**src/sv/tss_pkg.sv**
```systemverilog
// shared constants and types of the triangle scanline span block
// no dependencies; imported by every other file of the block
`default_nettype none
package tss_pkg;
  localparam int DEF_COORD_BITS = 13;
  localparam int LIMIT_BITS     = 12;
  localparam int COLOR_BITS     = 32;
  localparam int APB_ADDR_BITS  = 3;
  localparam int APB_DATA_BITS  = 32;

  localparam logic [LIMIT_BITS-1:0] RESET_RIGHT_LIMIT  = 12'd800;
  localparam logic [LIMIT_BITS-1:0] RESET_BOTTOM_LIMIT = 12'd600;

  // register index taken from paddr[2]
  localparam logic REG_RIGHT_LIMIT  = 1'b0;
  localparam logic REG_BOTTOM_LIMIT = 1'b1;

  typedef struct packed {
    logic in_tri;
    logic on_screen;
  } row_flags_t;

  typedef struct packed {
    logic neg;
    logic den_zero;
  } lane_flags_t;
endpackage
`default_nettype wire

```
**src/sv/tss_div.sv**
```systemverilog
// two-lane pipelined restoring divider, one quotient bit per stage
// depends on tss_pkg
`default_nettype none
module tss_div #(
  parameter int NUM_BITS  = 28,
  parameter int DEN_BITS  = 13,
  parameter int SIDE_BITS = 8
) (
  input  wire logic                             clk_i,
  input  wire logic                             rst_ni,
  input  wire logic                             in_valid_i,
  output logic                                  in_ready_o,
  input  wire logic [1:0][NUM_BITS-1:0]         num_i,
  input  wire logic [1:0][DEN_BITS-1:0]         den_i,
  input  wire logic [SIDE_BITS-1:0]             side_i,
  output logic                                  out_valid_o,
  input  wire logic                             out_ready_i,
  output logic [1:0][NUM_BITS-1:0]              quo_o,
  output logic [SIDE_BITS-1:0]                  side_o
);
  import tss_pkg::*;

  localparam int AW = DEN_BITS + NUM_BITS;

  // partial remainder above, numerator bits shifting out and quotient bits in below
  function automatic logic [AW-1:0] div_step(input logic [AW-1:0] acc,
                                             input logic [DEN_BITS-1:0] d);
    logic [AW:0]       sh;
    logic [DEN_BITS:0] trial;
    sh    = {acc, 1'b0};
    trial = sh[AW:NUM_BITS] - {1'b0, d};
    if (!trial[DEN_BITS]) begin
      return {trial[DEN_BITS-1:0], sh[NUM_BITS-1:1], 1'b1};
    end
    return sh[AW-1:0];
  endfunction

  logic [NUM_BITS-1:0]            v_q;
  logic [NUM_BITS:0]              rdy;
  logic [1:0][AW-1:0]             acc_q  [NUM_BITS];
  logic [1:0][DEN_BITS-1:0]       den_q  [NUM_BITS];
  logic [SIDE_BITS-1:0]           side_q [NUM_BITS];
  logic                           prv_v  [NUM_BITS];
  logic [1:0][AW-1:0]             prv_acc [NUM_BITS];
  logic [1:0][DEN_BITS-1:0]       prv_den [NUM_BITS];
  logic [SIDE_BITS-1:0]           prv_side [NUM_BITS];

  assign rdy[NUM_BITS] = out_ready_i;
  assign in_ready_o    = rdy[0];
  assign out_valid_o   = v_q[NUM_BITS-1];
  assign side_o        = side_q[NUM_BITS-1];
  assign quo_o[0]      = acc_q[NUM_BITS-1][0][NUM_BITS-1:0];
  assign quo_o[1]      = acc_q[NUM_BITS-1][1][NUM_BITS-1:0];

  for (genvar s = 0; s < NUM_BITS; s++) begin : g_stage
    assign rdy[s] = !v_q[s] || rdy[s+1];
    if (s == 0) begin : g_first
      assign prv_v[s]      = in_valid_i;
      assign prv_acc[s][0] = {{DEN_BITS{1'b0}}, num_i[0]};
      assign prv_acc[s][1] = {{DEN_BITS{1'b0}}, num_i[1]};
      assign prv_den[s]    = den_i;
      assign prv_side[s]   = side_i;
    end else begin : g_next
      assign prv_v[s]    = v_q[s-1];
      assign prv_acc[s]  = acc_q[s-1];
      assign prv_den[s]  = den_q[s-1];
      assign prv_side[s] = side_q[s-1];
    end

    always_ff @(posedge clk_i or negedge rst_ni) begin
      if (!rst_ni) begin
        v_q[s] <= 1'b0;
      end else if (rdy[s]) begin
        v_q[s] <= prv_v[s];
      end
    end

    always_ff @(posedge clk_i) begin
      if (rdy[s]) begin
        acc_q[s][0] <= div_step(prv_acc[s][0], prv_den[s][0]);
        acc_q[s][1] <= div_step(prv_acc[s][1], prv_den[s][1]);
        den_q[s]    <= prv_den[s];
        side_q[s]   <= prv_side[s];
      end
    end
  end
endmodule
`default_nettype wire

```
**config.mk**
```make
export PLATFORM = sky130hd
export DESIGN_NAME = tss_div
export DESIGN_NICKNAME = d
export VERILOG_FILES = /design/src/sv/tss_pkg.sv /design/src/sv/tss_div.sv
export SDC_FILE = /design/constraint.sdc
export NUM_CORES = 2
export LEC_CHECK = 0
export ABC_AREA = 1
export BUFFER_PORTS_ARGS = -buffer_cell sky130_fd_sc_hd__buf_2
export CELL_PAD_IN_SITES_DETAIL_PLACEMENT = 1
export CELL_PAD_IN_SITES_GLOBAL_PLACEMENT = 2
export CORE_MARGIN = 4
export CORE_UTILIZATION = 42
export DETAILED_ROUTE_END_ITERATION = 10
export PLACE_DENSITY_LB_ADDON = 0.1
export SLEW_MARGIN = 5
export SYNTH_ARGS = -nofsm -noshare
export SYNTH_HDL_FRONTEND = slang
export SYNTH_SLANG_ARGS = --single-unit
```
**constraint.sdc**
```tcl
create_clock -name clk_i -period 13.7 [get_ports clk_i]
set_clock_uncertainty 0.2 [all_clocks]
set_input_delay 0.685 -clock clk_i [delete_from_list [all_inputs] [get_ports clk_i]]
set_output_delay 0.685 -clock clk_i [all_outputs]
set_load 0.05 [all_outputs]
```
# Word level (Yosys, flattened, before mapping)
# Memories as Yosys holds them, arrays and structs flattened.
# Cells that the tools add are included.
# op_classes
addsub	56
muxes	336
reduce_logical	56
# ops
op	n
two-way mux 41 bit	168
subtractor 14 x 13 -> 14 bit	54
two-way mux 1 bit	168
zero test 1 bit	28
logical OR 1 bit	28
subtractor 1 x 13 -> 14 bit	2
# totals
regBits	28
mem_bits_rw	3248
input_bits	94
word_cells	479
memories	3
# mem_list
name	depth	word_bits	rd	rd_clocked_by_memory_dff	wr	line_no	source
acc_q	28	82	28	0	28	tss_div.sv:40	logic [1:0][AW-1:0] acc_q [NUM_BITS];
den_q	28	26	27	0	28	tss_div.sv:41	logic [1:0][DEN_BITS-1:0] den_q [NUM_BITS];
side_q	28	8	28	0	28	tss_div.sv:42	logic [SIDE_BITS-1:0] side_q [NUM_BITS];

# Logic depth before layout (Yosys ltp)
# depth
word_depth	32
depth_mapped	19
ltp_nobuf	18

# Worst setup path before layout
# OpenSTA, ideal clock, no wires.
# synth_timing
path_kind	flip-flop to flip-flop
from	register v_q[27] (netlist: out_valid_o)
to	memory acc_q[0][0] in the netlist's numbering (enable)
setup_time_ns	1.188
t_arrival_ns	13.598
setup_slack_ns	-1.286
path_stages_with_launch	14
period_less_slack_ns	14.986
path_cell_list	dfrtp_1 nand4_4 nor3_4 nand4_4 nor2_4 nand4_4 nor2_4 nand4_4 nor2_4 nand4_4 nor2_4 nand4_4 nor2_4 nand4_2
# synth_rtl
element	line_no	source
from (decl)	tss_div.sv:38	logic [NUM_BITS-1:0] v_q;
from (signal, indexed assignment)	tss_div.sv:74	v_q[s] <= prv_v[s];
to (decl)	tss_div.sv:40	

# Final worst setup path
# layout_timing
from	input out_ready_i
to	output in_ready_o
# layout_between
elab_chain_cells	28
# layout_lines
element	line_no	source
from (decl)	tss_div.sv:17	input wire logic out_ready_i,
logical OR 1 bit (3 in a row)	tss_div.sv:56	assign rdy[s] = !v_q[s] || rdy[s+1];
named net rdy[25]	tss_div.sv:39	logic [NUM_BITS:0] rdy;
logical OR 1 bit (5 in a row)	tss_div.sv:56	
named net rdy[20]	tss_div.sv:39	
logical OR 1 bit (4 in a row)	tss_div.sv:56	
named net rdy[16]	tss_div.sv:39	
logical OR 1 bit (4 in a row)	tss_div.sv:56	
named net rdy[12]	tss_div.sv:39	
logical OR 1 bit (4 in a row)	tss_div.sv:56	
named net rdy[8]	tss_div.sv:39	
logical OR 1 bit (4 in a row)	tss_div.sv:56	
named net rdy[4]	tss_div.sv:39	
logical OR 1 bit (4 in a row)	tss_div.sv:56	
to (decl)	tss_div.sv:12	output logic in_ready_o,
# The timed path passes the listed nets, and every way through them passes these cells.

==> impl_results.rst <==
.. list-table::
   :header-rows: 1

   * - Metric
     - Value
   * - Status
     - finished clean
   * - #FFs+latches synth
     - 3224
   * - Maximum buffer depth of the clock tree
     - 4
   * - Critical hold path startpoint
     - side_q[0][83]$_DFFE_PP_
   * - Portion of synthesized cell area occupied by the leading cell type
     - 71.7%
   * - Kind of path behind the tightest hold check
     - reg2reg
   * - CP Data Arrival Time
     - 7.39 ns
   * - Top post-synthesis cells by count
     - edfxtp_1, a21oi_1, inv_1
   * - Worst reg-to-reg setup slack
     - 6.71 ns
   * - Startpoint of the worst-slack reg-to-reg timing path
     - out_valid_o$_DFFE_PN0P_
   * - Worst skew pair latency
     - 0.92 ns
   * - Minimum period implied by the final worst setup slack
     - 8.27 ns
   * - Top-count cell post-synth
     - edfxtp_1
   * - Via total after detailed routing
     - 70.0k
   * - Wire length of the first global-routing pass
     - 403000 um
   * - Number of resized instances in the post-cts repair step
     - 0
   * - Post-synth ARST share
     - 0.868%
   * - Crit path required time
     - 12.82 ns
   * - Final worst hold slack
     - 0.177 ns
   * - Number of cells produced by synthesis
     - 9520
   * - Max Fclk
     - 0.121 GHz
   * - Final routed wire length divided by cell count
     - 16.8 um
   * - Synthesis-to-finish area growth
     - 13.7%
   * - Top post-synthesis cells by area
     - edfxtp_1, ha_1, a21oi_1, inv_1, nor2_1
   * - Number of antenna violations at the first check in global routing
     - 6
   * - Ys Warns
     - 0
   * - Power Dens Cells
     - 250 mW/mm2
   * - Pin count of the biggest net entering global routing
     - 74
   * - Fraction of the yosys area taken by sequential cells
     - 72.2%
   * - Number of global-route vias before repair
     - 76.3k
   * - Critical path startpoint category
     - primary input
   * - DRC
     - 0
   * - Pre-Repair DR Iteration Count
     - 5
   * - Number of enable flip-flop cells after synthesis
     - 3196
   * - Cell type with the highest aggregate area in the netlist
     - edfxtp_1
   * - Final RePlAce weighted congestion
     - 0.798
   * - Total detailed-routing wirelength
     - 244000 um
   * - Worst voltage drop across the vdd grid
     - 0.154 mV
   * - Endpoints failing setup
     - 0
   * - Height of the chip
     - 573 um
   * - Period Utilization, post-route
     - 60.4%
   * - Number of nets with antenna violations after detailed routing
     - 0
   * - Slew Limit Headroom
     - 30.7%
   * - Number of distinct library cells after synthesis
     - 40
   * - Ratio of routed vias to standard cells
     - 4.83
   * - Dpl hpwl
     - 182000 um
   * - Remaining Overflow, GRT
     - 0
   * - TritonCTS clock tree
     - done
   * - Max Slew Vio Count
     - 0
   * - Initial core utilization
     - 42.2%
   * - Capture endpoint of the worst hold path
     - side_q[0][91]$_DFFE_PP_
   * - Cell at the root of the clock tree
     - clkbuf_16
   * - Max Cap Violations
     - 0
   * - Number of buffers added by the clock tree synthesis step
     - 348
   * - Number of sinks handled by clock tree synthesis
     - 3224
   * - Pwr Total
     - 38.0 mW
   * - Reg2Reg Capture Point
     - acc_q[0][134]$_DFFE_PP_
   * - Cell depth of the worst flop-to-flop path
     - 15
   * - Final hold violations
     - 0
   * - Num ports
     - 160
   * - Area of the die
     - 0.328 mm2
   * - Ratio of cells with drive above 1 in the final layout
     - 7.66%
   * - Kind of critical path
     - in2out
   * - DRT iter0 DRCs
     - 2815
   * - Clock-pin transition on the worst setup and hold timing paths
     - 0.06 ns
   * - Std-Cell Rows
     - 207
   * - Slew @ Worst Pin
     - 1.04 ns
   * - Category of the worst setup path capture point
     - output port
   * - Most used flip-flop cell after synthesis
     - edfxtp_1
   * - Placeable core area
     - 0.318 mm2
   * - CTS H-tree lvls
     - 5
   * - Setup repair after global routing missed its margin
     - false
   * - Count of nets after finishing
     - 10.9k
   * - Average footprint of a synthesized cell
     - 14.1 um2
   * - Worst Path Max Fanout
     - 63
   * - Netlist Area Pre-Place
     - 0.134 mm2
   * - IO buf count
     - 159
   * - Number of stages on the worst hold path
     - 0
   * - Leakage power total
     - 60.6 nW
   * - Die width
     - 573 um
   * - Overall global routing resource usage
     - 15.1%
-- layer usage --
metal	up-vias	global-route usage (%)	routed length [um]
li1	34800	-	-
met1	34100	17.0	94900
met2	730	29.1	134000
met3	428	2.42	7950
met4	0	4.70	7680
met5	-	0	0
-- stage by stage --
step,setup slack (ns),std cells,utilization [%],instance area [um2],TNS [ns]
2_1_floorplan,-0.0862,9529,-,134000,-19.31
5_1_grt,4.75,14500,47.9,152000,0
4_1_cts,5.22,14500,47.9,152000,0
6_report,5.43,14500,47.9,152000,0
3_5_place_dp,5.79,13800,44.0,140000,0
3_3_place_gp,5.96,13800,44.0,140000,0
-- power by group --
group	internal (mW)	switching, mW
clock	5.47	3.78
sequential	14.9	1.34
combinational	4.70	7.74
total	25.1	12.9
-- cell usage in the layout, fill, tap and decap left out, types with 152 or more instances in the layout --
master,instances
a21oi_1,1254
buf_2,159
clkbuf_16,354
edfxtp_1,3196
ha_1,704
inv_1,1190
nand2_1,734
nand3_1,152
nor2_1,930
o21ai_0,176
xnor2_1,237
xor2_1,290
-- cell families (layout without fill, tap and decap cells) --
kind of cell,Yosys count,after routing,synth area share [%]
buffers and inverters,1360,2153,3.97
XOR/XNOR,556,556,3.80
other,1,12,0.00280
AO/OA/AOI/OAI,1644,1644,6.52
AND/OR/NAND/NOR,1979,1979,6.12
adder cells (fa/ha/maj),756,756,7.36
flip-flops,3224,3224,72.2
-- critical path: stages --
cell and delay [ns]:
dlygate4sd3_1 0.54, buf_2 0.12, inv_1 0.19, nand4_4 0.57, nor3_4 0.46, nand4_4 0.43
nor2_4 0.40, nand4_4 0.42, nor2_4 0.40, nand4_4 0.22, nor2_4 0.29, nand4_4 0.10
buf_4 0.36, nor2_4 0.34, nand4_4 0.17, nor2_4 0.31, nand4_4 0.49, buf_12 0.37
buf_2 0.31
-- worst max-delay path by stage --
stage	startpoint	endpoint	slack, ns	cells after the start
after detailed placement	out_ready_i	in_ready_o	5.79	18
after CTS	out_valid_o$_DFFE_PN0P_	in_ready_o	5.22	16
after global routing	out_ready_i	in_ready_o	4.75	19
after global placement	out_ready_i	in_ready_o	5.96	18
final	out_ready_i	in_ready_o	5.43	19
after floorplan	out_valid_o$_DFFE_PN0P_	acc_q[0][246]$_DFFE_PP_	-0.09	13
-- cell type report --
cell class,count,area (um2)
fillers,31500,165000
flip-flops and latches,3224,96700
multi-input cells,4945,32100
clock buffers,420,9130
well taps,4180,5230
inverters,1200,4520
repair buffers,325,2290
clock inverters,208,2260
diodes,2,5.00
-- flip-flops by register name, summed over array words and instances (netlist names) --
name and flops:
acc_q 2270, den_q 702, side_q 224, prv_v 27, out_valid_o 1
-- repair_timing --
| action | CTS | global route |
|---|---|---|
| hold buffers | 93 | 0 |
| hold endpoints to repair | 122 | 0 |
| buffers inserted | 0 | 0 |
Note: power is estimated with default switching activity, not from simulation.
