===== config.mk =====
export PLATFORM = sky130hd
export DESIGN_NAME = tss_span
export DESIGN_NICKNAME = d
export VERILOG_FILES = /design/src/sv/tss_pkg.sv /design/src/sv/tss_span.sv
export SDC_FILE = /design/constraint.sdc
export NUM_CORES = 1
export LEC_CHECK = 0
export ABC_AREA = 1
export ABC_CLOCK_PERIOD_IN_PS = 3200
export BUFFER_PORTS_ARGS = -buffer_cell sky130_fd_sc_hd__buf_2
export CAP_MARGIN = 20
export CORE_ASPECT_RATIO = 1.75
export CORE_MARGIN = 8
export CORE_UTILIZATION = 58
export CTS_BUF_LIST = sky130_fd_sc_hd__clkbuf_8
export DETAILED_ROUTE_END_ITERATION = 12
export PLACE_DENSITY_LB_ADDON = 0.2
export SLEW_MARGIN = 25
export SYNTH_ARGS = -nofsm -noshare
export SYNTH_HDL_FRONTEND = slang
export SYNTH_SLANG_ARGS = --single-unit
export TNS_END_PERCENT = 1

===== constraint.sdc =====
create_clock -name clk_i -period 3.2 [get_ports clk_i]
set_input_delay 0.64 -clock clk_i [delete_from_list [all_inputs] [get_ports clk_i]]
set_output_delay 0.64 -clock clk_i [all_outputs]
set_load 0.05 [all_outputs]

===== src/sv/tss_pkg.sv =====
// shared constants and types of the triangle scanline span block
// no dependencies; imported by every other file of the block
`default_nettype none
package tss_pkg;
  localparam int DEF_COORD_BITS = 13;
  localparam int LIMIT_BITS     = 12;
  localparam int COLOR_BITS     = 32;
  localparam int APB_ADDR_BITS  = 3;
  localparam int APB_DATA_BITS  = 32;

  localparam logic [LIMIT_BITS-1:0] RESET_RIGHT_LIMIT  = 12'd800;
  localparam logic [LIMIT_BITS-1:0] RESET_BOTTOM_LIMIT = 12'd600;

  // register index taken from paddr[2]
  localparam logic REG_RIGHT_LIMIT  = 1'b0;
  localparam logic REG_BOTTOM_LIMIT = 1'b1;

  typedef struct packed {
    logic in_tri;
    logic on_screen;
  } row_flags_t;

  typedef struct packed {
    logic neg;
    logic den_zero;
  } lane_flags_t;
endpackage
`default_nettype wire


===== src/sv/tss_span.sv =====
// back end: edge x from quotient, ordering, clipping and output register
// depends on tss_pkg
`default_nettype none
module tss_span #(
  parameter int COORD_BITS = tss_pkg::DEF_COORD_BITS
) (
  input  wire logic                              clk_i,
  input  wire logic                              rst_ni,
  input  wire logic                              in_valid_i,
  output logic                                   in_ready_o,
  input  wire logic [1:0][2*(COORD_BITS+1)-1:0]  quo_i,
  input  wire tss_pkg::lane_flags_t [1:0]        lane_i,
  input  wire logic [1:0][COORD_BITS-1:0]        xs_i,
  input  wire tss_pkg::row_flags_t               flags_i,
  input  wire logic [COORD_BITS-1:0]             row_i,
  input  wire logic [tss_pkg::COLOR_BITS-1:0]    color_i,
  input  wire logic [tss_pkg::LIMIT_BITS-1:0]    right_limit_i,
  output logic                                   out_valid_o,
  input  wire logic                              out_ready_i,
  output logic                                   row_inside_o,
  output logic                                   span_visible_o,
  output logic [COORD_BITS-1:0]                  span_row_o,
  output logic [tss_pkg::LIMIT_BITS-1:0]         span_start_o,
  output logic [tss_pkg::LIMIT_BITS-1:0]         span_end_o,
  output logic [tss_pkg::COLOR_BITS-1:0]         span_color_o
);
  import tss_pkg::*;

  localparam int CW = COORD_BITS;
  localparam int NW = 2 * (CW + 1);
  localparam int XW = NW + 2;

  logic v_q;
  logic rdy;
  assign rdy         = !v_q || out_ready_i;
  assign in_ready_o  = rdy;
  assign out_valid_o = v_q;

  logic signed [XW-1:0] x   [2];
  logic signed [XW-1:0] lo, hi, lo_c, hi_c;
  logic                 vis;

  always_comb begin
    logic signed [XW-1:0] base, q;
    for (int l = 0; l < 2; l++) begin
      base = {{(XW-CW){xs_i[l][CW-1]}}, xs_i[l]};
      q    = {{(XW-NW){1'b0}}, quo_i[l]};
      if (lane_i[l].den_zero) begin
        x[l] = base;
      end else if (lane_i[l].neg) begin
        x[l] = base - q;
      end else begin
        x[l] = base + q;
      end
    end
    lo   = (x[0] < x[1]) ? x[0] : x[1];
    hi   = (x[0] < x[1]) ? x[1] : x[0];
    lo_c = lo[XW-1] ? '0 : lo;
    hi_c = (hi > $signed({{(XW-LIMIT_BITS){1'b0}}, right_limit_i}))
         ? $signed({{(XW-LIMIT_BITS){1'b0}}, right_limit_i}) : hi;
    vis  = flags_i.in_tri && flags_i.on_screen && (lo_c <= hi_c);
  end

  always_ff @(posedge clk_i or negedge rst_ni) begin
    if (!rst_ni) begin
      v_q <= 1'b0;
    end else if (rdy) begin
      v_q <= in_valid_i;
    end
  end

  always_ff @(posedge clk_i) begin
    if (rdy) begin
      row_inside_o   <= flags_i.in_tri;
      span_visible_o <= vis;
      span_row_o     <= row_i;
      span_start_o   <= vis ? lo_c[LIMIT_BITS-1:0] : '0;
      span_end_o     <= vis ? hi_c[LIMIT_BITS-1:0] : '0;
      span_color_o   <= color_i;
    end
  end
endmodule
`default_nettype wire


==> results of run 1 <==
[metal layers]
layer  GRT overflow  global-route usage
met1              3               0.675
met2             56               0.905
met3              4               0.604
met4             45               0.794
met5              0               0.212
[logic make-up after synthesis]
kind of cell / Yosys count
and+or+nand+nor: 847
buffers and inverters: 312
AOI/OAI and AO/OA: 260
adders and majority gates: 124
xor gates and xnor gates: 73
DFF: 72
[cells in the mapped netlist (all sizes together) (4+ instances only)]
master	n	share of area
xor2	50	0.041
nand3	121	0.062
nor2	178	0.066
xnor2	23	0.019
edfxtp	71	0.20
o31ai	8	0.0056
clkbuf	20	0.0070
ha	122	0.14
inv	274	0.096
nand2	469	0.17
a21o	7	0.0049
o21bai	4	0.0028
a21oi	106	0.050
nor3	26	0.014
nand4	11	0.0064
o21ai	104	0.049
or2	21	0.012
a221oi	4	0.0033
nor4	15	0.0093
o21a	5	0.0035
a31oi	11	0.0064
buf	15	0.0094
[per-stage QoR]
| stage | hold slack [ps] | TNS (ps) | utilization | instances | area (µm²) |
|---|---|---|---|---|---|
| global placement | 424 | -154550 | 0.844 | 2579 | 15500 |
| CTS | 34.8 | -151270 | 0.872 | 2602 | 16100 |
| detailed placement | 423 | -166100 | 0.844 | 2579 | 15500 |
| floorplan | 344 | -143530 | - | 1688 | 10800 |
[what timing repair did]
item | CTS
gates resized for setup | 55
setup buffers | 7
hold buffers | 0
hold endpoints to repair | 0
endpoints found under the setup margin | 25
pin swaps | 14
==> results.sh, run 1 <==
export IMPL_status="stopped before the end"
export IMPL_stop_stage="global routing (5_1_grt)"
export IMPL_error="[ERROR GRT-0232] Routing congestion too high. Check the congestion heatmap in the GUI."
export IMPL_cts_root_buf="clkbuf_8"
export IMPL_place_congestion=1.00
export IMPL_netlist_area_um2=10700
export IMPL_clock_path_buffers=2
export IMPL_grt_ovfl_total=108
export IMPL_ys_types=51
export IMPL_port_buffers=221
export IMPL_synth_edf_count=71
export IMPL_ioPinCount=222
export IMPL_grt_max_degree=73
export IMPL_ys_ff_latch=72
export IMPL_worstEndpointGrtRepair="span_start_o[7]$_SDFFCE_PN0P_/D"
export IMPL_die_w_um=119
export IMPL_post_place_ws_ps=-6750
export IMPL_synth_top_family_by_area="simple AND/OR/NAND/NOR gates"
export IMPL_synth_net_count=1961
export IMPL_synth_compound_area_frac=0.134
export IMPL_worst_ep_kind="register input"
export IMPL_synth_xor_area_frac=0.0595
export IMPL_num_rows=66
export IMPL_synthMuxAreaShare=0
export IMPL_netlist_instances=1688
export IMPL_synth_adder_area_share=0.146
export IMPL_grt_use_total=0.729
export IMPL_async_flop_share=0.0139
export IMPL_yosys_warnings=0
export IMPL_initial_core_util=0.584
export IMPL_synth_seq_area_share=0.201
export IMPL_cts_buffers=9
export IMPL_cts_sinks=72
export IMPL_dpl_hpwl_um=38000
export IMPL_cts_max_level=3
export IMPL_die_y_um=196
export IMPL_syn_avg_cell_area_um2=6.37
export IMPL_synth_flop_cell="edfxtp_1"
export IMPL_synth_simple_area_share=0.346
==> inputs of run 2 (changes only) <==
--- a/config.mk
+++ b/config.mk
@@ -9,12 +9,10 @@
 export ABC_CLOCK_PERIOD_IN_PS = 3200
 export BUFFER_PORTS_ARGS = -buffer_cell sky130_fd_sc_hd__buf_2
 export CAP_MARGIN = 20
-export CORE_ASPECT_RATIO = 1.75
 export CORE_MARGIN = 8
-export CORE_UTILIZATION = 58
-export CTS_BUF_LIST = sky130_fd_sc_hd__clkbuf_8
+export CORE_UTILIZATION = 40
 export DETAILED_ROUTE_END_ITERATION = 12
-export PLACE_DENSITY_LB_ADDON = 0.2
+export PLACE_DENSITY_LB_ADDON = 0.15
 export SLEW_MARGIN = 25
 export SYNTH_ARGS = -nofsm -noshare
 export SYNTH_HDL_FRONTEND = slang
==> run 2 against run 1 <==
  * The flow now finishes, with violations (setup timing)
  * Synthesized cell count stayed put
  * Synthesized area stayed put
==> results.sh, run 2 <==
export IMPL_rsz0062_at_grt="yes"
export IMPL_cp_num_buf_inv=7
export IMPL_die_area_um2=32400
export IMPL_cp_slowest_cell="ha_1"
export IMPL_violations="setup timing"
export IMPL_cts_hold_buf=0
export IMPL_cp_max_fo=7
export IMPL_max_cap_violations=0
export IMPL_cp_start_kind="input port"
export IMPL_routedLengthMet1_um=16800
export IMPL_core_um2=26700
export IMPL_hold_worst_slack_ps=80.1
export IMPL_status="complete, but fails checks"
export IMPL_initial_core_util=0.403
export IMPL_die_w_um=180
export IMPL_remaining_drc_errors=0
export IMPL_crit_top_cell="nand2_1"
export IMPL_arrival_ps=9630
export IMPL_cts_buffers=9
export IMPL_final_cell_mix="525 x buf_4, 415 x nand2_1, 249 x inv_1"
export IMPL_fmax_ghz=0.106
export IMPL_worstMarginPinSlew_ps=866
export IMPL_cts_max_level=3
export IMPL_synth_adder_area_share=0.146
export IMPL_grt_pass1_vias=12600
export IMPL_synth_xor_area_frac=0.0595
export IMPL_synth_top_family_by_area="simple AND/OR/NAND/NOR gates"
export IMPL_met3_length_um=1570
export IMPL_vdd_ir_drop_max_mv=0.294
export IMPL_relSlewSlack=0.422
export IMPL_synth_edf_count=71
export IMPL_place_area_um2=16100
export IMPL_reg_largest_list="span_color_o: 32 flops, span_row_o: 13 flops"
export IMPL_setup_slack_ps=-6250
export IMPL_num_rows=60
export IMPL_vias=13200
export IMPL_synth_flop_cell="edfxtp_1"
export IMPL_die_y_um=180
export IMPL_r2r_setup_slack_ps=1560
export IMPL_grt_max_degree=73
export IMPL_required_ps=3390
export IMPL_port_buffers=221
export IMPL_synthMuxAreaShare=0
export IMPL_syn_avg_cell_area_um2=6.37
export IMPL_area_growth_pct=60.2
export IMPL_antenna_found_initial=0
export IMPL_critPathCaptureType="flop"
export IMPL_p_leak_nw=9.52
export IMPL_finalSetupViolations=25
export IMPL_wl_per_cell_um=13.6
export IMPL_r2r_start="out_valid_o"
export IMPL_netlist_instances=1688
export IMPL_antenna_cells=0
export IMPL_cts_clk_slew_worst_paths_ps=50
export IMPL_synth_compound_area_frac=0.134
export IMPL_routed_top_layer="met4"
export IMPL_crit_type="input port to flop"
export IMPL_worstSetupPathDepth=75
export IMPL_slew_violations=0
export IMPL_ys_types=51
export IMPL_synth_seq_area_share=0.201
export IMPL_top_register="span_color_o"
export IMPL_drive_gt1_frac=0.400
export IMPL_ant_nets=0
export IMPL_routed_wl_um=37700
export IMPL_synthTopCellsByCount="441 x nand2_1, 254 x inv_1, 167 x nor2_1, 122 x ha_1, 111 x nand3_1"
export IMPL_synth_net_count=1961
export IMPL_ff2ff_path_depth=2
export IMPL_final_common_cell="buf_4"
export IMPL_async_flop_share=0.0139
export IMPL_synth_most_common_cell="nand2_1"
export IMPL_ys_ff_latch=72
export IMPL_path_delay_family="simple AND/OR/NAND/NOR gates"
export IMPL_grt_use_total=0.216
export IMPL_cellPowerDensity_nw_per_um2=527
export IMPL_place_congestion=0.938
export IMPL_synthTopCellsByArea="edfxtp_1 20%, nand2_1 15%, ha_1 14%"
export IMPL_hold_viol_final=0
export IMPL_largest_register_ffs=32
export IMPL_hp_class="input port to async pin"
export IMPL_drtPass1Iterations=5
export IMPL_ioPinCount=222
export IMPL_synth_simple_area_share=0.346
export IMPL_fin_area_um2=17200
export IMPL_yosys_warnings=0
export IMPL_grt_ovfl_total=0
export IMPL_r2r_end="span_color_o[12]"
export IMPL_synth_top_cell_by_area="edfxtp_1"
export IMPL_vias_per_cell=4.78
export IMPL_post_route_period_util=2.95
export IMPL_nNetsFinal=2696
export IMPL_cts_root_buf="clkbuf_16"
export IMPL_cts_sinks=72
export IMPL_total_power_mw=9.07
export IMPL_clock_path_buffers=2
export IMPL_period_minus_slack_ps=9450
export IMPL_cts_tree="done"
export IMPL_max_stage_delay_ps=350
export IMPL_finClkSkew_ps=3.60
export IMPL_netlist_area_um2=10700
export IMPL_dpl_hpwl_um=31600
export IMPL_synth_top_area_frac=0.198
export IMPL_grt_pass1_wl_um=59500
export IMPL_route_met2_wl_um=18200
export IMPL_initialDrtViolationCount=710
export IMPL_clk_latency_ps=320
-- run 2: final cells by class --
cell class | instances | area, µm²
Fill cell | 2422 | 9440
Sequential cell | 72 | 2160
Multi-Input combinational cell | 1305 | 7990
Clock inverter | 7 | 110
Tap cell | 341 | 427
Clock buffer | 9 | 225
Inverter | 277 | 1050
Timing Repair Buffer | 758 | 5260
-- run 2: kinds of logic after synthesis --
family,Yosys count
compound gates,260
buf+inv,312
fa+ha+maj,124
simple gates,847
xor+xnor,73
flops,72
-- run 2: routing by layer --
layer / up-vias / global-route usage
li1: 6976 / -
met1: 5920 / 0.271
met2: 291 / 0.385
met3: 56 / 0.0198
met4: 0 / 0.0697
met5: - / 0
-- run 2: worst reg2reg max path, delay by kind of cell (launching register included) --
family | cells | cell delay, ps
flops | 1 | 400
simple gates | 1 | 130
buf+inv | 1 | 690
-- run 2: worst max-delay path by stage --
stage,from,end
after floorplan,quo_i[1],span_start_o[10]
after global placement,quo_i[28],span_start_o[1]
after detailed placement,quo_i[29],span_start_o[1]
after CTS,quo_i[0],span_end_o[4]
after global routing,quo_i[1],span_end_o[9]
final,quo_i[1],span_end_o[9]
-- run 2: power breakdown --
group          total [mW]  switching (mW)  internal (mW)
combinational        6.80            3.73           3.07
clock                1.10           0.345          0.753
sequential           1.17          0.0219           1.15
total                9.07            4.09           4.97
-- run 2: timing repair --
item | CTS | global route
setup endpoints to repair | 25 | 25
resized for setup | 13 | 127
buffers inserted | 1 | 18
pin swaps | 5 | 70
gates cloned | 0 | 3
-- run 2: through the flow --
stage	TNS, ps	cells	worst slack, ps	util
6_report	-154750	2769	-6250	0.646
5_1_grt	-174390	2769	-7020	0.646
4_1_cts	-151090	2748	-6100	0.618
3_5_place_dp	-163200	2731	-6640	0.603
3_3_place_gp	-155960	2731	-6280	0.603
2_1_floorplan	-143530	1688	-5790	-
No activity file was read; power rests on OpenSTA's default activity.
