--- src/sv/tss_pkg.sv ---
// shared constants and types of the triangle scanline span block
// no dependencies; imported by every other file of the block
`default_nettype none
package tss_pkg;
  localparam int DEF_COORD_BITS = 13;
  localparam int LIMIT_BITS     = 12;
  localparam int COLOR_BITS     = 32;
  localparam int APB_ADDR_BITS  = 3;
  localparam int APB_DATA_BITS  = 32;

  localparam logic [LIMIT_BITS-1:0] RESET_RIGHT_LIMIT  = 12'd800;
  localparam logic [LIMIT_BITS-1:0] RESET_BOTTOM_LIMIT = 12'd600;

  // register index taken from paddr[2]
  localparam logic REG_RIGHT_LIMIT  = 1'b0;
  localparam logic REG_BOTTOM_LIMIT = 1'b1;

  typedef struct packed {
    logic in_tri;
    logic on_screen;
  } row_flags_t;

  typedef struct packed {
    logic neg;
    logic den_zero;
  } lane_flags_t;
endpackage
`default_nettype wire

--- src/sv/tss_front.sv ---
// front end: vertex sort, edge setup, product and magnitude over four stages
// depends on tss_pkg
`default_nettype none
module tss_front #(
  parameter int COORD_BITS = tss_pkg::DEF_COORD_BITS
) (
  input  wire logic                                 clk_i,
  input  wire logic                                 rst_ni,
  input  wire logic                                 in_valid_i,
  output logic                                      in_ready_o,
  input  wire logic signed [COORD_BITS-1:0]         ax_i,
  input  wire logic signed [COORD_BITS-1:0]         ay_i,
  input  wire logic signed [COORD_BITS-1:0]         bx_i,
  input  wire logic signed [COORD_BITS-1:0]         by_i,
  input  wire logic signed [COORD_BITS-1:0]         cx_i,
  input  wire logic signed [COORD_BITS-1:0]         cy_i,
  input  wire logic signed [COORD_BITS-1:0]         row_i,
  input  wire logic [tss_pkg::COLOR_BITS-1:0]       color_i,
  input  wire logic [tss_pkg::LIMIT_BITS-1:0]       bottom_limit_i,
  output logic                                      out_valid_o,
  input  wire logic                                 out_ready_i,
  output logic [1:0][2*(COORD_BITS+1)-1:0]          num_mag_o,
  output logic [1:0][COORD_BITS-1:0]                den_o,
  output tss_pkg::lane_flags_t [1:0]                lane_o,
  output logic [1:0][COORD_BITS-1:0]                xs_o,
  output tss_pkg::row_flags_t                       flags_o,
  output logic [COORD_BITS-1:0]                     row_o,
  output logic [tss_pkg::COLOR_BITS-1:0]            color_o
);
  import tss_pkg::*;

  localparam int CW = COORD_BITS;
  localparam int DW = CW + 1;
  localparam int NW = 2 * DW;
  localparam int EW = (CW > LIMIT_BITS) ? CW : LIMIT_BITS;

  function automatic logic signed [DW-1:0] sx(input logic signed [CW-1:0] v);
    return {v[CW-1], v};
  endfunction

  logic [3:0] v_q;
  logic [4:0] rdy;
  assign rdy[4] = out_ready_i;
  for (genvar s = 0; s < 4; s++) begin : g_rdy
    assign rdy[s] = !v_q[s] || rdy[s+1];
  end
  assign in_ready_o  = rdy[0];
  assign out_valid_o = v_q[3];

  always_ff @(posedge clk_i or negedge rst_ni) begin
    if (!rst_ni) begin
      v_q <= '0;
    end else begin
      if (rdy[0]) v_q[0] <= in_valid_i;
      if (rdy[1]) v_q[1] <= v_q[0];
      if (rdy[2]) v_q[2] <= v_q[1];
      if (rdy[3]) v_q[3] <= v_q[2];
    end
  end

  // stage 1: three stable compare-swaps on y
  logic signed [CW-1:0] x1_d, y1_d, x2_d, y2_d, x3_d, y3_d;
  logic signed [CW-1:0] x1_q, y1_q, x2_q, y2_q, x3_q, y3_q, row1_q;
  logic [COLOR_BITS-1:0] color1_q;

  always_comb begin
    logic signed [CW-1:0] t;
    t = '0;
    x1_d = ax_i; y1_d = ay_i;
    x2_d = bx_i; y2_d = by_i;
    x3_d = cx_i; y3_d = cy_i;
    if (y1_d > y2_d) begin
      t = x1_d; x1_d = x2_d; x2_d = t;
      t = y1_d; y1_d = y2_d; y2_d = t;
    end
    if (y2_d > y3_d) begin
      t = x2_d; x2_d = x3_d; x3_d = t;
      t = y2_d; y2_d = y3_d; y3_d = t;
    end
    if (y1_d > y2_d) begin
      t = x1_d; x1_d = x2_d; x2_d = t;
      t = y1_d; y1_d = y2_d; y2_d = t;
    end
  end

  always_ff @(posedge clk_i) begin
    if (rdy[0]) begin
      x1_q <= x1_d; y1_q <= y1_d;
      x2_q <= x2_d; y2_q <= y2_d;
      x3_q <= x3_d; y3_q <= y3_d;
      row1_q   <= row_i;
      color1_q <= color_i;
    end
  end

  // stage 2: edge choice and differences
  logic signed [DW-1:0] dx_d [2], dr_d [2], dy_d [2];
  logic signed [CW-1:0] xs_d [2];
  row_flags_t           flags_d;
  logic signed [DW-1:0] dx_q [2], dr_q [2];
  logic [CW-1:0]        den2_q [2];
  logic signed [CW-1:0] xs2_q [2];
  logic [1:0]           dz2_q;
  row_flags_t           flags2_q;
  logic [CW-1:0]        row2_q;
  logic [COLOR_BITS-1:0] color2_q;

  always_comb begin
    logic lower;
    logic signed [CW-1:0] ys_a, xe_a, ye_a;
    lower = row1_q < y2_q;
    xs_d[0] = lower ? x1_q : x2_q;
    ys_a    = lower ? y1_q : y2_q;
    xe_a    = lower ? x2_q : x3_q;
    ye_a    = lower ? y2_q : y3_q;
    dx_d[0] = sx(xe_a) - sx(xs_d[0]);
    dr_d[0] = sx(row1_q) - sx(ys_a);
    dy_d[0] = sx(ye_a) - sx(ys_a);
    xs_d[1] = x1_q;
    dx_d[1] = sx(x3_q) - sx(x1_q);
    dr_d[1] = sx(row1_q) - sx(y1_q);
    dy_d[1] = sx(y3_q) - sx(y1_q);
    flags_d.in_tri    = (row1_q >= y1_q) && (row1_q <= y3_q);
    flags_d.on_screen = !row1_q[CW-1] &&
                        (EW'(unsigned'(row1_q)) <= EW'(bottom_limit_i));
  end

  always_ff @(posedge clk_i) begin
    if (rdy[1]) begin
      for (int l = 0; l < 2; l++) begin
        dx_q[l]   <= dx_d[l];
        dr_q[l]   <= dr_d[l];
        den2_q[l] <= dy_d[l][CW-1:0];
        dz2_q[l]  <= (dy_d[l] == '0);
        xs2_q[l]  <= xs_d[l];
      end
      flags2_q <= flags_d;
      row2_q   <= row1_q;
      color2_q <= color1_q;
    end
  end

  // stage 3: numerator product
  logic signed [NW-1:0] prod_q [2];
  logic [CW-1:0]        den3_q [2];
  logic signed [CW-1:0] xs3_q [2];
  logic [1:0]           dz3_q;
  row_flags_t           flags3_q;
  logic [CW-1:0]        row3_q;
  logic [COLOR_BITS-1:0] color3_q;

  always_ff @(posedge clk_i) begin
    if (rdy[2]) begin
      for (int l = 0; l < 2; l++) begin
        prod_q[l] <= dx_q[l] * dr_q[l];
        den3_q[l] <= den2_q[l];
        xs3_q[l]  <= xs2_q[l];
      end
      dz3_q    <= dz2_q;
      flags3_q <= flags2_q;
      row3_q   <= row2_q;
      color3_q <= color2_q;
    end
  end

  // stage 4: sign and magnitude for the unsigned divider
  always_ff @(posedge clk_i) begin
    if (rdy[3]) begin
      for (int l = 0; l < 2; l++) begin
        num_mag_o[l]       <= prod_q[l][NW-1] ? (~prod_q[l] + NW'(1)) : prod_q[l];
        lane_o[l].neg      <= prod_q[l][NW-1];
        lane_o[l].den_zero <= dz3_q[l];
        den_o[l]           <= den3_q[l];
        xs_o[l]            <= xs3_q[l];
      end
      flags_o <= flags3_q;
      row_o   <= row3_q;
      color_o <= color3_q;
    end
  end
endmodule
`default_nettype wire

--- config.mk ---
export PLATFORM = sky130hd
export DESIGN_NAME = tss_front
export DESIGN_NICKNAME = d
export VERILOG_FILES = /design/src/sv/tss_pkg.sv /design/src/sv/tss_front.sv
export SDC_FILE = /design/constraint.sdc
export NUM_CORES = 2
export LEC_CHECK = 0
export ABC_AREA = 1
export ABC_CLOCK_PERIOD_IN_PS = 62500
export BUFFER_PORTS_ARGS = -buffer_cell sky130_fd_sc_hd__buf_4
export CORE_ASPECT_RATIO = 0.9
export CORE_MARGIN = 1.5
export CORE_UTILIZATION = 45
export CTS_CLUSTER_SIZE = 30
export DETAILED_ROUTE_END_ITERATION = 10
export MAX_ROUTING_LAYER = met4
export PLACE_DENSITY_LB_ADDON = 0.12
export SYNTH_ARGS = -nofsm -noshare
export SYNTH_HDL_FRONTEND = slang
export SYNTH_SLANG_ARGS = --single-unit
--- constraint.sdc ---
create_clock -name clk_i -period 62.5 [get_ports clk_i]
set_clock_uncertainty 0.2 [all_clocks]
set_input_delay 18.75 -clock clk_i [delete_from_list [all_inputs] [get_ports clk_i]]
set_output_delay 18.75 -clock clk_i [all_outputs]
set_load 0.05 [all_outputs]
# --- Yosys cells after proc, flatten, opt, wreduce, memory -nomap -nowiden ---
# Memories as Yosys holds them, arrays and structs flattened. A register that Yosys moved wholly into a read port is not among the register bits.
# Index checks and enable logic that the tools add are counted.
op_classes:
  muxes: 22
  multipliers: 2
  n_reduce_logical: 13
  add_sub_neg: 8
  bitwise: 2
  n_lt_le_gt_ge: 7
op_table:
  columns: ["operator", "count"]
  rows:
  - ["13-bit 2-to-1 mux", 16]
  - ["13-bit by 13-bit subtractor with 14-bit output", 6]
  - ["28-bit by 2-bit adder with 28-bit output (second input constant)", 2]
  - ["14-bit by 14-bit multiplier with 28-bit output", 2]
  - ["28-bit NOT", 2]
  - ["27-bit 2-to-1 mux", 2]
  - ["13-bit > comparator", 3]
  - ["14-bit logical NOT", 2]
  - ["13-bit >= comparator", 1]
  - ["13-bit by 12-bit less-or-equal comparator with 1-bit output", 1]
  - ["13-bit less-or-equal comparator", 1]
  - ["13-bit < comparator", 1]
  - ["1-bit logical NOT", 5]
  - ["1-bit logical OR", 4]
  - ["1-bit 2-to-1 mux", 4]
  - ["1-bit logical AND", 2]
totals:
  input_bits: 139
  ramBits: 216
  ff_bits: 332
  wordCells: 95
  output_inout_bits: 161
  n_memories: 7
mem_list:
  columns: ["memory", "words", "width", "rd", "rd_clocked_by_memory_dff", "write_ports", "line", "source"]
  rows:
  - ["prod_q", 2, 28, 2, 0, 2, "tss_front.sv:144", "logic signed [NW-1:0] prod_q [2];"]
  - ["dr_q", 2, 14, 2, 0, 2, "tss_front.sv:100", "logic signed [DW-1:0] dx_q [2], dr_q [2];"]
  - ["dx_q", 2, 14, 2, 0, 2, "tss_front.sv:100", null]
  - ["den2_q", 2, 13, 2, 0, 2, "tss_front.sv:101", "logic [CW-1:0] den2_q [2];"]
  - ["den3_q", 2, 13, 2, 2, 2, "tss_front.sv:145", "logic [CW-1:0] den3_q [2];"]
  - ["xs2_q", 2, 13, 2, 0, 2, "tss_front.sv:102", "logic signed [CW-1:0] xs2_q [2];"]
  - ["1 more memories", null, null, null, null, null, null, null]

# --- Longest topological paths before layout ---
logic_depth:
  word_depth: 6
  ltp_mapped: 43
  mapped_depth_nobuf: 39

# --- Worst setup path after synthesis ---
# OpenSTA, ideal clock, no wires.
synth_timing:
  path_kind: "input to output"
  startpoint: "in out_ready_i"
  endpoint: "out in_ready_o"
  required_time_ps: 43550
  path_slack_ps: 15148
  stages: 6
  t_arrival_ps: 28402
  cell_sequence: "nor2_1 -> inv_1 -> nor2_1 -> inv_1 -> nor2_1 -> nand2_1"
synth_via:
  elab_chain_len: 4
synth_rtl:
  columns: ["element", "line", "source"]
  rows:
  - ["start, declared", "tss_front.sv:21", "input wire logic out_ready_i,"]
  - ["1-bit logical OR", "tss_front.sv:45", "assign rdy[s] = !v_q[s] || rdy[s+1];"]
  - ["via rdy[3]", "tss_front.sv:42", "logic [4:0] rdy;"]
  - ["1-bit logical OR", "tss_front.sv:45", null]
  - ["via rdy[2]", "tss_front.sv:42", null]
  - ["1-bit logical OR (2 in a row)", "tss_front.sv:45", null]
  - ["end, declared", "tss_front.sv:10", "output logic in_ready_o,"]
# The timed path passes the listed nets, and every way through them passes these cells.

# --- Final worst setup path ---
# Ends and elaborated chain as after synthesis.

==> metrics.yaml <==
endpoint: "in_ready_o"
cts-hold-fix-buffers: 0
antenna_found_initial: 1
area_growth_pct: 13.5
reg2reg_to: "prod_q[0][26]"
die_y_um: 292
synth-simple-area-share_pct: 11.1
post-cts-setup-buffers: 0
insertion_delay_ns: 0.64
tightest_slew_ns: 1.09
rr_worst_depth: 21
path_max_fanout: 58
critical_path_class: "primary input to output port"
syn_inst: 3949
chipWidth_um: 324
yosysWarnings: 0
drt-pass1-iter-count: 5
tritoncts: "built"
die-area_mm2: 0.0944
placed_area_mm2: 0.0451
core_mm2: 0.0914
wl_per_cell_um: 17.3
grt_pass1_wl_um: 151000
gr-total-overflow: 0
place_hpwl_um: 73900
grt_max_degree: 103
status: "finished clean"
rows: 105
syn_nets: 4774
cts_buffers: 68
drtAntennaViolNets: 0
synth_fa_ha_area_share_pct: 27.7
synth_top_family_by_area: "adder cells"
route.detailed.drc: 0
cts_resized: 0
fillCellCount: 8229
max-cap-violations: 0
finalHoldViolCount: 0
synth-edff-count: 596
synth_mux_area_share_pct: 0.0540
synth_ff_type: "edfxtp_1"
grt_use_total_pct: 21.2
stdcell_count: 5497
finalCritPeriodShare_pct: 64.1
ioPinCount: 300
seq_area_frac_synth_pct: 43.2
cts_root_buf: "clkbuf_16"
rsz0062_at_grt: "false"
clkTransAtPathRegs_ns: 0.05
io_buffers: 299
clock.fmax_mhz: 25.0
synth_area_per_cell_um2: 10.6
post-route-util_pct: 51.7
fin_setup_tns_ns: 0
cp-start-kind: "primary input"
hp-class: "flop to flop"
start_util_pct: 45.6
r2r_start: "dr_q[0][2]"
crit_start: "out_ready_i"
n_antenna_cell: 0
synth-async-reset-ratio_pct: 0.667
synth_xor_area_share_pct: 3.83
fin_area_mm2: 0.0473
setup_violations: 0
drtIter0Drc: 1758
via_per_inst: 4.91
yosys_register_bits: 600
drive_above_1_share_pct: 10.6
htreeDepth: 3
period_needed_ns: 40.08
grt_pass1_vias: 27060
slew_headroom_pct: 27.0
worst_ep_arrival_time_ns: 21.13
wirelength_um: 95000
crit_path_end_kind: "output port"
syn_area_mm2: 0.0417
cts.sinks: 600
place_congestion: 0.896
synth.distinct_cells: 53
clockBufferDepth: 3
dp.cells: 5378
fin_nets: 5043
r2r_slack_ns: 55.49
vias: 26991
synth-compound-area-share_pct: 5.58
crit_required_ns: 43.55
finalMaxSlewViolations: 0
-- per-layer routing --
layer | vias to the layer above | global-route usage [%] | wire length [um]
met4 | 0 | 4.17 | 1470
met3 | 98 | 2.87 | 5040
met5 | - | - | 0
li1 | 13206 | - | -
met2 | 676 | 32.4 | 43200
met1 | 13011 | 30.5 | 45300
-- worst max-delay path, cell delays in order --
cell	delay (ns)
buf_4	0.11
nor2_1	0.23
inv_6	0.18
nor2_1	0.28
inv_6	0.18
nor2_1	0.42
nand2_4	0.55
buf_4	0.40
-- synth_stat cells (2+ instances only) --
| master | count | area, um2 |
|---|---|---|
| nor3_1 | 25 | 125 |
| ha_1 | 290 | 3630 |
| nand3_2 | 2 | 20.0 |
| a21boi_0 | 4 | 30.0 |
| mux2_2 | 2 | 22.5 |
| a221oi_1 | 3 | 26.3 |
| nor4_1 | 10 | 62.6 |
| nand2_2 | 4 | 25.0 |
| inv_1 | 810 | 3040 |
| a2111oi_0 | 2 | 17.5 |
| clkbuf_1 | 87 | 327 |
| nand4_1 | 72 | 450 |
| inv_2 | 2 | 7.51 |
| nor2_1 | 98 | 368 |
| o21bai_1 | 14 | 105 |
| o21ai_1 | 3 | 15.0 |
| fa_1 | 396 | 7930 |
| a31oi_1 | 8 | 50.1 |
| nand3_1 | 46 | 230 |
| xnor2_1 | 61 | 534 |
| a21oi_1 | 150 | 751 |
| dfrtp_1 | 4 | 100 |
| buf_6 | 5 | 56.3 |
| nand2_1 | 832 | 3120 |
| nand3b_1 | 2 | 15.0 |
| xor2_1 | 121 | 1060 |
| a21o_1 | 8 | 60.1 |
| edfxtp_1 | 596 | 17900 |
| o31ai_1 | 4 | 30.0 |
| buf_2 | 19 | 95.1 |
| o211ai_1 | 5 | 37.5 |
| or2_2 | 27 | 169 |
| o21ai_0 | 215 | 1080 |
| a211oi_1 | 3 | 22.5 |
-- kinds of logic after synthesis --
logic type                 after synthesis
and+or+nand+nor                       1123
buffers and inverters                  925
adders and majority gates              686
DFF                                    600
AOI/OAI and AO/OA                      431
xor gates and xnor gates               182
muxes                                    2
-- layout make-up --
| type | instances | area (um2) | share of cell area, % |
|---|---|---|---|
| multi-input combinational | 2424 | 20200 | 42.6 |
| tap | 1230 | 1540 | 3.25 |
| clock inverter | 33 | 420 | 0.889 |
| timing repair buffer | 312 | 2340 | 4.95 |
| clock buffer | 86 | 1790 | 3.78 |
| sequential | 600 | 18000 | 38.0 |
| inverter | 812 | 3060 | 6.47 |
-- placed cells by master (no fill, tap or decap), types with 5 or more instances in the layout --
cell type	n
xor2_1	121
clkinv_1	8
fa_1	396
clkbuf_16	69
o21ai_0	214
bufinv_16	5
nor2_1	98
clkinv_2	8
buf_4	312
nand2_1	831
a31oi_1	8
inv_6	6
o21bai_1	14
or2_2	27
xnor2_1	61
clkbuf_1	17
nor4_1	10
nand3_1	45
inv_1	807
a21oi_1	150
nand4_1	72
nor3_1	25
edfxtp_1	596
o211ai_1	5
a21o_1	8
ha_1	290
-- sequential cells by signal, indices dropped and copies added, names as in the netlist, 26 cells and up --
register and cells:
color_o 32, xs_o 26, color2_q 32, dx_q 28
num_mag_o 56, den_o 26, dr_q 28, den2_q 26
color1_q 32, xs2_q 26, den3_q 26, color3_q 32
xs3_q 26, prod_q 56
-- per-stage QoR --
| step | hold WS [ns] | setup slack, ns |
|---|---|---|
| 2_1_floorplan | 0.200 | 15.15 |
| 3_5_place_dp | 0.205 | 22.35 |
| 6_report | 0.197 | 22.42 |
| 4_1_cts | 0.203 | 22.35 |
| 5_1_grt | 0.203 | 22.20 |
| 3_3_place_gp | 0.200 | 22.36 |
-- how the worst min path moves through the flow --
stage                  from            to  slack, ns  depth (start not counted)
2_1_floorplan   color1_q[0]   color2_q[0]       0.20                          0
3_3_place_gp    color1_q[3]   color2_q[3]       0.20                          0
3_5_place_dp   color1_q[10]  color2_q[10]       0.20                          0
4_1_cts        den2_q[0][9]  den3_q[0][9]       0.20                          0
5_1_grt         flags3_q[1]    flags_o[1]       0.20                          0
6_report        flags3_q[1]    flags_o[1]       0.20                          0
Power is not shown: default switching activity piles up to over one toggle a cycle in this logic, so the estimate is an artifact.
